### config.mk
export PLATFORM = sky130hd
export DESIGN_NAME = script_token_lexer
export DESIGN_NICKNAME = d
export VERILOG_FILES = /design/src/rtl/stl_pkg.sv /design/src/rtl/stl_store.sv /design/src/rtl/script_token_lexer.sv
export SDC_FILE = /design/constraint.sdc
export NUM_CORES = 1
export LEC_CHECK = 0
export ABC_AREA = 1
export BUFFER_PORTS_ARGS = -buffer_cell sky130_fd_sc_hd__buf_2
export CORE_MARGIN = 1.5
export CORE_UTILIZATION = 59
export CTS_BUF_LIST = sky130_fd_sc_hd__clkbuf_8
export CTS_CLUSTER_DIAMETER = 80
export CTS_CLUSTER_SIZE = 20
export DETAILED_ROUTE_END_ITERATION = 7
export PLACE_DENSITY = 0.77
export SYNTH_ARGS = -nofsm -noshare
export SYNTH_HDL_FRONTEND = slang
export SYNTH_SLANG_ARGS = --single-unit
### constraint.sdc
create_clock -name clk -period 7.7 [get_ports clk]
set_input_delay 1.54 -clock clk [delete_from_list [all_inputs] [get_ports clk]]
set_output_delay 1.54 -clock clk [all_outputs]
set_load 0.05 [all_outputs]
### src/rtl/stl_pkg.sv
package stl_pkg;

  localparam int TOKEN_MAX = 32;
  localparam int IDX_W = $clog2(TOKEN_MAX);
  localparam int LEN_W = $clog2(TOKEN_MAX + 1);

  typedef logic [IDX_W-1:0] idx_t;
  typedef logic [LEN_W-1:0] len_t;

  // byte classes
  localparam logic [2:0] CLS_SPACE  = 3'd0;
  localparam logic [2:0] CLS_NUMBER = 3'd1;
  localparam logic [2:0] CLS_LETTER = 3'd2;
  localparam logic [2:0] CLS_QUOTE  = 3'd3;
  localparam logic [2:0] CLS_SYMBOL = 3'd4;

  // token types
  localparam logic [4:0] TYPE_NUMBER  = 5'd0;
  localparam logic [4:0] TYPE_IDENT   = 5'd1;
  localparam logic [4:0] TYPE_STRING  = 5'd2;
  localparam logic [4:0] TYPE_HASH    = 5'd3;  // first of the punctuation types
  localparam logic [4:0] TYPE_KW0     = 5'd15;
  localparam logic [4:0] TYPE_UNKNOWN = 5'd19;

  localparam logic [7:0] CH_QUOTE   = 8'h22;
  localparam logic [7:0] CH_STAR    = 8'h2a;
  localparam logic [7:0] CH_SLASH   = 8'h2f;
  localparam logic [7:0] CH_NEWLINE = 8'h0a;
  localparam logic [7:0] CH_DEL     = 8'h7f;

  function automatic logic [2:0] byte_class(input logic [7:0] b);
    logic [2:0] c;
    if (b == CH_QUOTE) c = CLS_QUOTE;
    else if ((b >= 8'h30 && b <= 8'h39) || b == 8'h2d || b == 8'h2e) c = CLS_NUMBER;
    else if ((b >= 8'h41 && b <= 8'h5a) || (b >= 8'h61 && b <= 8'h7a) || b == 8'h5f)
      c = CLS_LETTER;
    else if (b >= 8'h21 && b <= 8'h7e) c = CLS_SYMBOL;
    else c = CLS_SPACE;
    return c;
  endfunction

  function automatic logic [7:0] to_lower(input logic [7:0] b);
    return (b >= 8'h41 && b <= 8'h5a) ? b + 8'd32 : b;
  endfunction

  function automatic logic [4:0] sym_type(input logic [7:0] b);
    logic [4:0] t;
    case (b)
      8'h23:   t = TYPE_HASH;
      8'h3a:   t = TYPE_HASH + 5'd1;
      8'h3b:   t = TYPE_HASH + 5'd2;
      8'h3d:   t = TYPE_HASH + 5'd3;
      8'h2e:   t = TYPE_HASH + 5'd4;
      8'h7b:   t = TYPE_HASH + 5'd5;
      8'h7d:   t = TYPE_HASH + 5'd6;
      8'h28:   t = TYPE_HASH + 5'd7;
      8'h29:   t = TYPE_HASH + 5'd8;
      8'h5b:   t = TYPE_HASH + 5'd9;
      8'h5d:   t = TYPE_HASH + 5'd10;
      8'h2c:   t = TYPE_HASH + 5'd11;
      default: t = TYPE_UNKNOWN;
    endcase
    return t;
  endfunction

  // keywords: define, include, setdir, undef
  function automatic logic [2:0] kw_len(input logic [1:0] k);
    logic [2:0] n;
    case (k)
      2'd0:    n = 3'd6;
      2'd1:    n = 3'd7;
      2'd2:    n = 3'd6;
      default: n = 3'd5;
    endcase
    return n;
  endfunction

  function automatic logic [7:0] kw_char(input logic [1:0] k, input logic [2:0] p);
    logic [47:0] d;
    logic [55:0] s;
    logic [7:0]  ch;
    d = 48'h0;
    s = 56'h0;
    case (k)
      2'd0:    d = "define";
      2'd1:    s = "include";
      2'd2:    d = "setdir";
      default: d = {8'h00, "undef"};
    endcase
    case (k)
      2'd1: begin
        case (p)
          3'd0:    ch = s[55:48];
          3'd1:    ch = s[47:40];
          3'd2:    ch = s[39:32];
          3'd3:    ch = s[31:24];
          3'd4:    ch = s[23:16];
          3'd5:    ch = s[15:8];
          default: ch = s[7:0];
        endcase
      end
      2'd3: begin
        case (p)
          3'd0:    ch = d[39:32];
          3'd1:    ch = d[31:24];
          3'd2:    ch = d[23:16];
          3'd3:    ch = d[15:8];
          default: ch = d[7:0];
        endcase
      end
      default: begin
        case (p)
          3'd0:    ch = d[47:40];
          3'd1:    ch = d[39:32];
          3'd2:    ch = d[31:24];
          3'd3:    ch = d[23:16];
          3'd4:    ch = d[15:8];
          default: ch = d[7:0];
        endcase
      end
    endcase
    return ch;
  endfunction

endpackage

### src/rtl/stl_store.sv
module stl_store (
  input  logic            clk,
  input  logic            we,
  input  stl_pkg::idx_t   waddr,
  input  logic [7:0]      wdata,
  input  logic            re,
  input  stl_pkg::idx_t   raddr,
  output logic [7:0]      rdata
);
  import stl_pkg::*;

  logic [7:0] mem [TOKEN_MAX];

  always_ff @(posedge clk) begin
    if (we) begin
      mem[waddr] <= wdata;
    end
    if (re) begin
      rdata <= mem[raddr];
    end
  end

endmodule

### src/rtl/script_token_lexer.sv
// channel  direction  handshake                 payload
// byte     in         byte_valid / byte_stall   byte_value, final_byte
// token    out        tok_valid / tok_stall     token_kind .. truncated, one item per char
//
// a byte inside a run, string or comment goes through the main, fin and end states;
// a byte scanned from idle or rescanned after ending a run also passes the rescan state
// each token character sent goes through a store read, then an output load
// synchronous reset returns the scanner to idle at line 1, column 1
// byte_stall is high in reset and from acceptance until the byte is fully handled;
// a stalled token item holds and the replay waits for it
module script_token_lexer (
  input  logic        clk,
  input  logic        rst,
  input  logic        byte_valid,
  output logic        byte_stall,
  input  logic [7:0]  byte_value,
  input  logic        final_byte,
  output logic        tok_valid,
  input  logic        tok_stall,
  output logic [4:0]  token_kind,
  output logic [7:0]  token_char,
  output logic [4:0]  char_index,
  output logic        last_of_token,
  output logic [15:0] start_line,
  output logic [15:0] start_column,
  output logic        truncated
);
  import stl_pkg::*;

  localparam logic [2:0] MODE_IDLE       = 3'd0;
  localparam logic [2:0] MODE_NUMBER     = 3'd1;
  localparam logic [2:0] MODE_IDENT      = 3'd2;
  localparam logic [2:0] MODE_STRING     = 3'd3;
  localparam logic [2:0] MODE_SLASH      = 3'd4;
  localparam logic [2:0] MODE_LINE_CMT   = 3'd5;
  localparam logic [2:0] MODE_BLOCK_CMT  = 3'd6;
  localparam logic [2:0] MODE_BLOCK_STAR = 3'd7;

  localparam logic [2:0] ST_WAIT   = 3'd0;
  localparam logic [2:0] ST_MAIN   = 3'd1;
  localparam logic [2:0] ST_RESCAN = 3'd2;
  localparam logic [2:0] ST_FIN    = 3'd3;
  localparam logic [2:0] ST_END    = 3'd4;
  localparam logic [2:0] ST_EM_RD  = 3'd5;
  localparam logic [2:0] ST_EM_LD  = 3'd6;

  logic [2:0]  state, state_next;
  logic [2:0]  ret, ret_next;
  logic [2:0]  mode, mode_next;
  len_t        len, len_next;
  logic [3:0]  hits, hits_next;
  logic        cut, cut_next;
  logic [15:0] line, line_next;
  logic [15:0] col, col_next;
  logic [15:0] bline, bline_next;
  logic [15:0] bcol, bcol_next;
  idx_t        idx, idx_next;
  logic [4:0]  etype, etype_next;
  logic [7:0]  byte_r;
  logic        fin_r;

  logic        do_clear, do_store, do_mark, do_emit;
  logic [7:0]  st_char;
  logic [4:0]  emit_type;
  logic [2:0]  emit_ret;
  len_t        base_len;
  logic [3:0]  base_hits;
  logic        base_cut;
  logic [4:0]  id_type;
  logic [2:0]  cls;

  logic        mem_we;
  idx_t        mem_waddr;
  logic        mem_re;
  logic [7:0]  mem_q;

  len_t        cnt;
  logic        out_free;
  logic        em_last;

  assign byte_stall = rst || (state != ST_WAIT);
  assign cls = byte_class(byte_r);
  assign out_free = !tok_valid || !tok_stall;
  assign cnt = (len == '0) ? len_t'(1) : len;
  assign em_last = (len_t'(idx) == cnt - len_t'(1));
  assign mem_re = (state == ST_EM_RD);

  // identifier type: keyword only if its hit bit survived and the length matches
  always_comb begin
    id_type = TYPE_IDENT;
    if (!cut) begin
      for (int k = 3; k >= 0; k--) begin
        if (hits[k] && len == len_t'(kw_len(2'(k)))) begin
          id_type = TYPE_KW0 + 5'(k);
        end
      end
    end
  end

  always_comb begin
    state_next = state;
    ret_next   = ret;
    mode_next  = mode;
    line_next  = line;
    col_next   = col;
    bline_next = bline;
    bcol_next  = bcol;
    idx_next   = idx;
    etype_next = etype;
    do_clear   = 1'b0;
    do_store   = 1'b0;
    do_mark    = 1'b0;
    do_emit    = 1'b0;
    st_char    = byte_r;
    emit_type  = TYPE_UNKNOWN;
    emit_ret   = ST_FIN;

    case (state)
      ST_WAIT: begin
        if (byte_valid) begin
          state_next = ST_MAIN;
        end
      end
      ST_MAIN: begin
        state_next = ST_FIN;
        case (mode)
          MODE_NUMBER: begin
            if (cls == CLS_NUMBER) begin
              do_store = 1'b1;
            end else begin
              do_emit = 1'b1; emit_type = TYPE_NUMBER; emit_ret = ST_RESCAN;
            end
          end
          MODE_IDENT: begin
            if (cls == CLS_LETTER) begin
              do_store = 1'b1;
            end else begin
              do_emit = 1'b1; emit_type = id_type; emit_ret = ST_RESCAN;
            end
          end
          MODE_STRING: begin
            if (byte_r == CH_QUOTE) begin
              do_emit = 1'b1; emit_type = TYPE_STRING; emit_ret = ST_FIN;
              mode_next = MODE_IDLE;
            end else begin
              do_store = 1'b1;
              st_char = (byte_r == CH_DEL) ? 8'h00 : byte_r;
            end
          end
          MODE_SLASH: begin
            if (byte_r == CH_SLASH) begin
              mode_next = MODE_LINE_CMT;
            end else if (byte_r == CH_STAR) begin
              mode_next = MODE_BLOCK_CMT;
            end else begin
              // lone slash goes out as an unknown symbol, then rescan
              do_clear = 1'b1; do_store = 1'b1; st_char = CH_SLASH;
              do_emit = 1'b1; emit_type = TYPE_UNKNOWN; emit_ret = ST_RESCAN;
            end
          end
          MODE_LINE_CMT: begin
            if (byte_r == CH_NEWLINE) mode_next = MODE_IDLE;
          end
          MODE_BLOCK_CMT: begin
            if (byte_r == CH_STAR) mode_next = MODE_BLOCK_STAR;
          end
          MODE_BLOCK_STAR: begin
            if (byte_r == CH_SLASH) mode_next = MODE_IDLE;
            else if (byte_r != CH_STAR) mode_next = MODE_BLOCK_CMT;
          end
          default: begin
            state_next = ST_RESCAN;
          end
        endcase
      end
      ST_RESCAN: begin
        state_next = ST_FIN;
        mode_next = MODE_IDLE;
        case (cls)
          CLS_QUOTE: begin
            do_clear = 1'b1; do_mark = 1'b1; mode_next = MODE_STRING;
          end
          CLS_NUMBER: begin
            do_clear = 1'b1; do_mark = 1'b1; do_store = 1'b1; mode_next = MODE_NUMBER;
          end
          CLS_LETTER: begin
            do_clear = 1'b1; do_mark = 1'b1; do_store = 1'b1; mode_next = MODE_IDENT;
          end
          CLS_SYMBOL: begin
            do_mark = 1'b1;
            if (byte_r == CH_SLASH) begin
              mode_next = MODE_SLASH;
            end else begin
              do_clear = 1'b1; do_store = 1'b1;
              do_emit = 1'b1; emit_type = sym_type(byte_r); emit_ret = ST_FIN;
            end
          end
          default: begin
          end
        endcase
      end
      ST_FIN: begin
        state_next = ST_END;
        if (fin_r) begin
          case (mode)
            MODE_NUMBER: begin
              do_emit = 1'b1; emit_type = TYPE_NUMBER; emit_ret = ST_END;
            end
            MODE_IDENT: begin
              do_emit = 1'b1; emit_type = id_type; emit_ret = ST_END;
            end
            MODE_STRING: begin
              do_emit = 1'b1; emit_type = TYPE_STRING; emit_ret = ST_END;
            end
            MODE_SLASH: begin
              do_clear = 1'b1; do_store = 1'b1; st_char = CH_SLASH;
              do_emit = 1'b1; emit_type = TYPE_UNKNOWN; emit_ret = ST_END;
            end
            default: begin
            end
          endcase
        end
      end
      ST_END: begin
        state_next = ST_WAIT;
        if (fin_r) begin
          mode_next = MODE_IDLE;
          do_clear = 1'b1;
          line_next = 16'd1;
          col_next = 16'd1;
        end else if (byte_r == CH_NEWLINE) begin
          if (line != 16'hffff) line_next = line + 16'd1;
          col_next = 16'd1;
        end else begin
          if (col != 16'hffff) col_next = col + 16'd1;
        end
      end
      ST_EM_RD: begin
        state_next = ST_EM_LD;
      end
      ST_EM_LD: begin
        if (out_free) begin
          if (em_last) begin
            state_next = ret;
          end else begin
            idx_next = idx + idx_t'(1);
            state_next = ST_EM_RD;
          end
        end
      end
      default: begin
        state_next = ST_WAIT;
      end
    endcase

    if (do_mark) begin
      bline_next = line;
      bcol_next = col;
    end
    if (do_emit) begin
      etype_next = emit_type;
      ret_next = emit_ret;
      idx_next = '0;
      state_next = ST_EM_RD;
    end

    // token store append with keyword tracking
    base_len  = do_clear ? '0 : len;
    base_hits = do_clear ? 4'hf : hits;
    base_cut  = do_clear ? 1'b0 : cut;
    len_next  = base_len;
    hits_next = base_hits;
    cut_next  = base_cut;
    mem_we    = 1'b0;
    mem_waddr = idx_t'(base_len);
    if (do_store) begin
      if (base_len >= len_t'(TOKEN_MAX)) begin
        cut_next = 1'b1;
        hits_next = 4'h0;
      end else begin
        for (int k = 0; k < 4; k++) begin
          if (base_hits[k] && (base_len >= len_t'(kw_len(2'(k))) ||
              to_lower(st_char) != kw_char(2'(k), 3'(base_len)))) begin
            hits_next[k] = 1'b0;
          end
        end
        mem_we = 1'b1;
        len_next = base_len + len_t'(1);
      end
    end
  end

  stl_store u_store (
    .clk   (clk),
    .we    (mem_we),
    .waddr (mem_waddr),
    .wdata (st_char),
    .re    (mem_re),
    .raddr (idx),
    .rdata (mem_q)
  );

  always_ff @(posedge clk) begin
    if (rst) begin
      state <= ST_WAIT;
      ret   <= ST_FIN;
      mode  <= MODE_IDLE;
      len   <= '0;
      hits  <= 4'hf;
      cut   <= 1'b0;
      line  <= 16'd1;
      col   <= 16'd1;
      bline <= 16'd1;
      bcol  <= 16'd1;
      idx   <= '0;
      etype <= TYPE_NUMBER;
    end else begin
      state <= state_next;
      ret   <= ret_next;
      mode  <= mode_next;
      len   <= len_next;
      hits  <= hits_next;
      cut   <= cut_next;
      line  <= line_next;
      col   <= col_next;
      bline <= bline_next;
      bcol  <= bcol_next;
      idx   <= idx_next;
      etype <= etype_next;
    end
  end

  always_ff @(posedge clk) begin
    if (state == ST_WAIT && byte_valid) begin
      byte_r <= byte_value;
      fin_r  <= final_byte;
    end
  end

  // output register
  always_ff @(posedge clk) begin
    if (rst) begin
      tok_valid <= 1'b0;
    end else if (state == ST_EM_LD && out_free) begin
      tok_valid <= 1'b1;
    end else if (!tok_stall) begin
      tok_valid <= 1'b0;
    end
  end

  always_ff @(posedge clk) begin
    if (state == ST_EM_LD && out_free) begin
      token_kind    <= etype;
      token_char    <= (len_t'(idx) < len) ? mem_q : 8'h00;
      char_index    <= 5'(idx);
      last_of_token <= em_last;
      start_line    <= bline;
      start_column  <= bcol;
      truncated     <= cut;
    end
  end

  a_one_byte_at_a_time: assert property (@(posedge clk) disable iff (rst)
    (byte_valid && !byte_stall) |=> byte_stall)
    else $error("byte accepted while previous byte still in work");

  a_no_accept_mid_run: assert property (@(posedge clk) disable iff (rst)
    (tok_valid && !tok_stall && !last_of_token) |=> byte_stall)
    else $error("input opened in the middle of a token run");

  a_cut_not_keyword: assert property (@(posedge clk) disable iff (rst)
    (tok_valid && truncated) |->
      (token_kind != TYPE_KW0 && token_kind != TYPE_KW0 + 5'd1 &&
       token_kind != TYPE_KW0 + 5'd2 && token_kind != TYPE_KW0 + 5'd3))
    else $error("truncated token marked as keyword");

  a_store_bound: assert property (@(posedge clk) disable iff (rst)
    (len > len_t'(TOKEN_MAX)) |-> 1'b0)
    else $error("token length beyond store");

endmodule

======== Yosys cells after proc, flatten, opt, wreduce, memory -nomap -nowiden ========
Memories as Yosys holds them, arrays and structs flattened. A register that Yosys moved wholly into a read port is not among the register bits.
Index checks and enable logic that the tools add are counted.
W data, S select, Z words.
storage, ports and cells
  memories ................................ 1
  input port bits ......................... 13
  bits in registers ....................... 156
  bits in writable memories ............... 256
memory list
  name         depth  width  rd ports  clocked after Yosys merged registers in  write ports  RTL line         text
  u_store.mem  32     8      1         1                                        1            stl_store.sv:12  logic [7:0] mem [TOKEN_MAX];
cells by class
  $add $sub $neg .......................... 6
  bitwise logic cells ..................... 1
  magnitude comparators ................... 15
  multiplexer cells ....................... 126
  equal/unequal tests ..................... 64
  reduce and logical (&&, ||, !) cells .... 47
operators by type and width
  cell                     number
  $mux W8                  15
  $eq A8 B6 Y1 const B     12
  $mux W16                 6
  $mux W3                  28
  $pmux W5 S12             1
  $mux W5                  11
  $eq A8 B7 Y1 const B     6
  $pmux W5 S3              3
  $mux W1                  36
  $add A16 B1 Y16 const B  2
  $le A8 B7 Y1 const B     4
  $ne A16 B16 Y1 const B   2
  $ne A8 B8 Y1             4
  $pmux W8 S2              2
  $eq A3 B3 Y1 const B     10
  $pmux W5 S6              1
  $pmux W5 S5              1
  $eq A3 B2 Y1 const B     8
  $ge A8 B7 Y1 const B     3
  $mux W6                  4
  $pmux W5 S4              1
  $eq A6 B3 Y1             3
  $ge A6 B3 Y1             3
  $pmux W3 S6              1
  41 further kinds         92

======== Depth between registers and ports, before layout ========
  depth in word-level cells ............... 22
  depth in mapped cells ................... 23
  depth with buffers taken out ............ 23

======== Modules after synthesis ========
A second synthesis with hierarchy kept.
second synthesis, totals
  cell total of the unflattened synthesis .. 1886
  area, all modules ....................... 18514.0 µm²
modules (own cells, without submodules)
  module              area an instance (µm²)  times used  cells an instance
  stl_store           10866.7                 1           922
  script_token_lexer  7647.3                  1           964

======== Worst setup path before layout ========
Ideal clock, no wire load.
  path type ............................... input port to flip-flop
  start point ............................. input tok_stall
  end point ............................... register idx[4]
  arrival ................................. 5.205 ns
  path buffers ............................ 0
  path slack .............................. 2.372 ns
  data required time ...................... 7.578 ns
  stages .................................. 6
  cell sequence ........................... a21oi_1 nand2_1 nor3_1 nand2_1 nor2_1 nor3_1
between the ends
  longest elaborated chain between the ends .. 3
RTL lines
  item                         RTL line                   text
  start: declaration           script_token_lexer.sv:19   input logic tok_stall,
  $logic_not A1 Y1             -
  $logic_or A1 B1 Y1           script_token_lexer.sv:83   assign out_free = !tok_valid || !tok_stall;
  $reduce_and A3 Y1 (no line)  -
  end signal: assignment       script_token_lexer.sv:328  idx <= idx_next;
  end: declaration             script_token_lexer.sv:57   idx_t idx, idx_next;
Every way passes these cells.
A chain may end at the register's enable or synchronous reset.

======== Final worst setup path ========
  start point ............................. register state[0]
  end point ............................... register hits[2]
RTL lines
  item                                          RTL line                   text
  start: declaration                            script_token_lexer.sv:47   logic [2:0] state, state_next;
  start signal: assignment                      script_token_lexer.sv:318  state <= state_next;
  $eq A3 B2 Y1 or $eq A3 B1 Y1 (tied branches)  script_token_lexer.sv:118  case (state)
  $pmux W8 S2 (*)                               script_token_lexer.sv:118
  net st_char[5]                                script_token_lexer.sv:63   logic [7:0] st_char;
  $ge A8 B7 Y1 or $le A8 B7 Y1 (tied branches)  stl_pkg.sv:43              return (b >= 8'h41 && b <= 8'h5a) ? b + 8'd32 : b;
  $logic_and A1 B1 Y1                           stl_pkg.sv:43
  $mux W8 (*)                                   stl_pkg.sv:43
  $ne A8 B8 Y1 (*)                              script_token_lexer.sv:283  to_lower(st_char) != kw_char(2'(k), 3'(base_len)))) begin
  $logic_or A1 B1 Y1 (*)                        script_token_lexer.sv:282  if (base_hits[k] && (base_len >= len_t'(kw_len(2'(k))) ||
  $logic_and A1 B1 Y1 (*)                       script_token_lexer.sv:282
  $mux W1 (*)                                   script_token_lexer.sv:282
  $mux W4 (*)                                   script_token_lexer.sv:277  if (base_len >= len_t'(TOKEN_MAX)) begin
  $mux W4 (*)                                   script_token_lexer.sv:276  if (do_store) begin
  end signal: assignment                        script_token_lexer.sv:322  hits <= hits_next;
  end: declaration                              script_token_lexer.sv:51   logic [3:0] hits, hits_next;
The timed path passes the listed nets; every way through them passes the cells marked *. The select of a mux whose other input is x is not followed.

==> results by group <==
CTS
  – CTS Sinks: 420
  – H-tree levels: 1
  – Clock transition at path regs: 0.13 ns
  – CTS tree: done
  – Hold-fix buffers at CTS: 0
  – Clock insertion delay at the later pin of the skew report: 0.63 ns
  – Cts repair resizes: 0
  – Worst-case clock buffer depth: 3
  – Root Driver: clkbuf_8
  – Total CTS buffers: 25
  – Setup bufs post-CTS: 0

Logic synthesis
  – Synth Flop Type: edfxtp_1
  – Top cell type's share of synthesized area: 54.3%
  – FF+latch count, synth: 420
  – Number of flops mapped to enable cells by yosys: 325
  – Syn Nets: 1758
  – Synth Warn #: 0
  – Async SR Flop Fraction: 0%
  – Top cells by area, synth: edfxtp_1 54%, dfxtp_1 11%, nor2_1 5.7%, o21ai_0 5.5%, nand2_1 4.9%
  – Largest area contributor in the netlist: edfxtp_1
  – Netlist Area Pre-Place: 18000 sq um
  – Post-Synthesis Cells: 1728
  – Yosys cell types: 52
  – Sequential-to-total area share from yosys stat: 64.8%
  – Syn Area/Cell: 10.4 sq um

Floorplanning
  – Die ar.: 31500 sq um
  – Die Y: 178 um
  – Starting Density: 60.4%
  – # IOs: 67
  – Cell Rows: 63
  – Core area: 29800 sq um
  – Die W: 178 um

Final layout
  – Layout cells sized above 1: 8.97%
  – Finished Cell Area: 19100 sq um
  – Area Overhead vs Synth: 6.21%
  – Nets: 1796
  – Ant diodes: 0

Setup path
  – Flop-to-flop setup slack: 3.65 ns
  – CP endpoint kind: register
  – Type of the worst setup path: register to register
  – Maximum fanout along the worst path: 33
  – Worst setup SP type: register
  – Crit path launch: state[0]
  – Worst path arrival time: 4.59 ns
  – RR Startpoint: state[0]
  – CP required: 8.24 ns

Outcome
  – Status: complete, no violations

Min path
  – HP Class: register to register
  – Worst Hold Launch: bline[8]

Detailed routing
  – Wire per inst: 20.1 um
  – Total number of vias: 13100
  – Routed wire length: 43.7 mm
  – Post-route ant nets: 0
  – Initial DRC Count: 1586
  – Post-route DRC violation count: 0
  – Via density: 6.02
  – Pre-Repair DR Iteration Count: 6

Timing
  – Max frequency: 247 MHz
  – Final max-slew violation count: 0
  – Final setup violation count: 0
  – Tmin final: 4.05 ns
  – Skew final: 0.0446 ns
  – Slew HR: 9.24%
  – Slew @ Worst Pin: 1.36 ns
  – RSZ-0062 raised after global routing: no
  – Final hold vios: 0
  – Setup TNS: 0 ns
  – Tcrit/Tclk final: 52.6%

Pwr
  – Power Density: 271 nW/um^2
  – Leakage: 6.77 nW
  – Max VDD drop: 196 uV

Global route
  – GRT Total Usage: 28.1%
  – Vias in the first global route: 12400
  – Largest net degree at the start of global routing: 103
  – Antenna violations before repair: 0
  – Global-route wire length before repair: 68.3 mm
  – GRT overflow: 0

Run
  – Max Cap Viol: 0

Placement
  – Placer Congestion: 0.959
  – I/O Buffers: 66
  – HPWL Detailed: 27.9 mm
  – Placed Instance Area: 18700 sq um
-- worst max-delay path: stages (launching register included) --
cell and delay [ns]:
dfxtp_1 0.40, inv_1 0.08, nor2_2 0.20, inv_2 0.11, nor2_2 0.54, inv_2 0.10
nor2_1 0.23, nand2_1 0.13, a21oi_1 0.22, inv_1 0.51, ha_1 0.45, xor2_1 0.16
nor2_1 0.13, nand3_1 0.09, nand2_1 0.07, nand2_1 0.12, nor2_1 0.12, nand2_1 0.05
nor2_1 0.09, nand3_1 0.08, a21oi_1 0.12
-- power by group --
group          internal [mW]  leakage (nW)  switching [mW]
Sequential              2.73          3.70          0.0956
Combinational          0.337          2.79            1.01
Clock                  0.315         0.284           0.685
Total                   3.38          6.77            1.79
-- metal layers --
layer | track usage [%] | share of wire, %
met3 | 3.58 | 7.3
met1 | 39.3 | 43
met4 | 8.19 | 2.8
met5 | 0 | 0
met2 | 46.3 | 47
-- state kept, by name, indices dropped and copies added (netlist names), 3 cells and up --
signal	cells
bcol	16
bline	16
byte_r	8
char_index	5
col	16
etype	5
hits	4
idx	5
len	6
line	16
mode	3
ret	3
start_column	16
start_line	16
state	3
token_char	8
token_kind	5
u_store.mem	256
u_store.rdata	8
-- placed cells by master (no fill, tap or decap), drive strengths merged, types with 2 or more instances in the layout --
master  netlist  final
edfxtp      325    325
nor2        285    285
nand2       241    241
o21ai       201    201
inv         137    154
dfxtp        95     95
a21oi        83     83
nand3        77     77
buf           5     77
o22ai        37     37
o221ai       27     27
nor3         27     27
nand4        26     26
clkbuf       61     25
ha           17     17
xor2         14     14
o211ai        9      9
nor4          9      9
a211oi        7      7
a31oi         6      6
nor3b         5      5
clkinv        3      5
xnor2         4      4
a221oi        3      3
o21bai        3      3
a22oi         3      3
or2           3      3
and3          2      2
o21a          2      2
-- cell type report --
type,count,area [sq um]
clock inverter,20,96.3
sequential,420,11700
multi-input combinational,1102,5570
tap,390,488
inverter,140,527
fill,2303,10700
clock buffer,25,344
timing repair buffer,77,413
-- cells by family after synthesis --
group                    count (synthesis)  share of synthesized area [%]
adder cells (fa/ha/maj)                 17                           1.18
flip-flops                             420                           64.8
XOR/XNOR                                18                          0.877
AND/OR/NAND/NOR                        676                           16.3
AO/OA/AOI/OAI                          391                           12.4
buffers and inverters                  206                           4.34
-- cell usage after synthesis, drive strengths merged, types with 17 or more instances --
library cell	number
o221ai	27
nor2	285
o21ai	201
o22ai	37
clkbuf	61
inv	137
nand4	26
nand2	241
edfxtp	325
ha	17
nand3	77
dfxtp	95
nor3	27
a21oi	83
-- final timing paths --
path / endpoint / depth (start not counted)
min reg2reg: start_line[8] / 0
max reg2reg: hits[2] / 20
min: start_line[8] / 0
max: hits[2] / 20
-- through the flow --
stage / utilization (%) / setup WS (ns) / hold slack (ns) / std cells / total power, mW
after global routing: 64.1 / 3.20 / 0.436 / 2174 / 5.41
final: 64.1 / 3.65 / 0.424 / 2174 / 5.17
after floorplan: - / 2.37 / 0.403 / 1728 / 3.76
after CTS: 64.1 / 3.67 / 0.432 / 2174 / 5.15
after detailed placement: 62.6 / 3.67 / 0.414 / 2129 / 4.18
after global placement: 62.6 / 3.68 / 0.407 / 2129 / 4.15
Note: power is estimated with default switching activity, not from simulation.
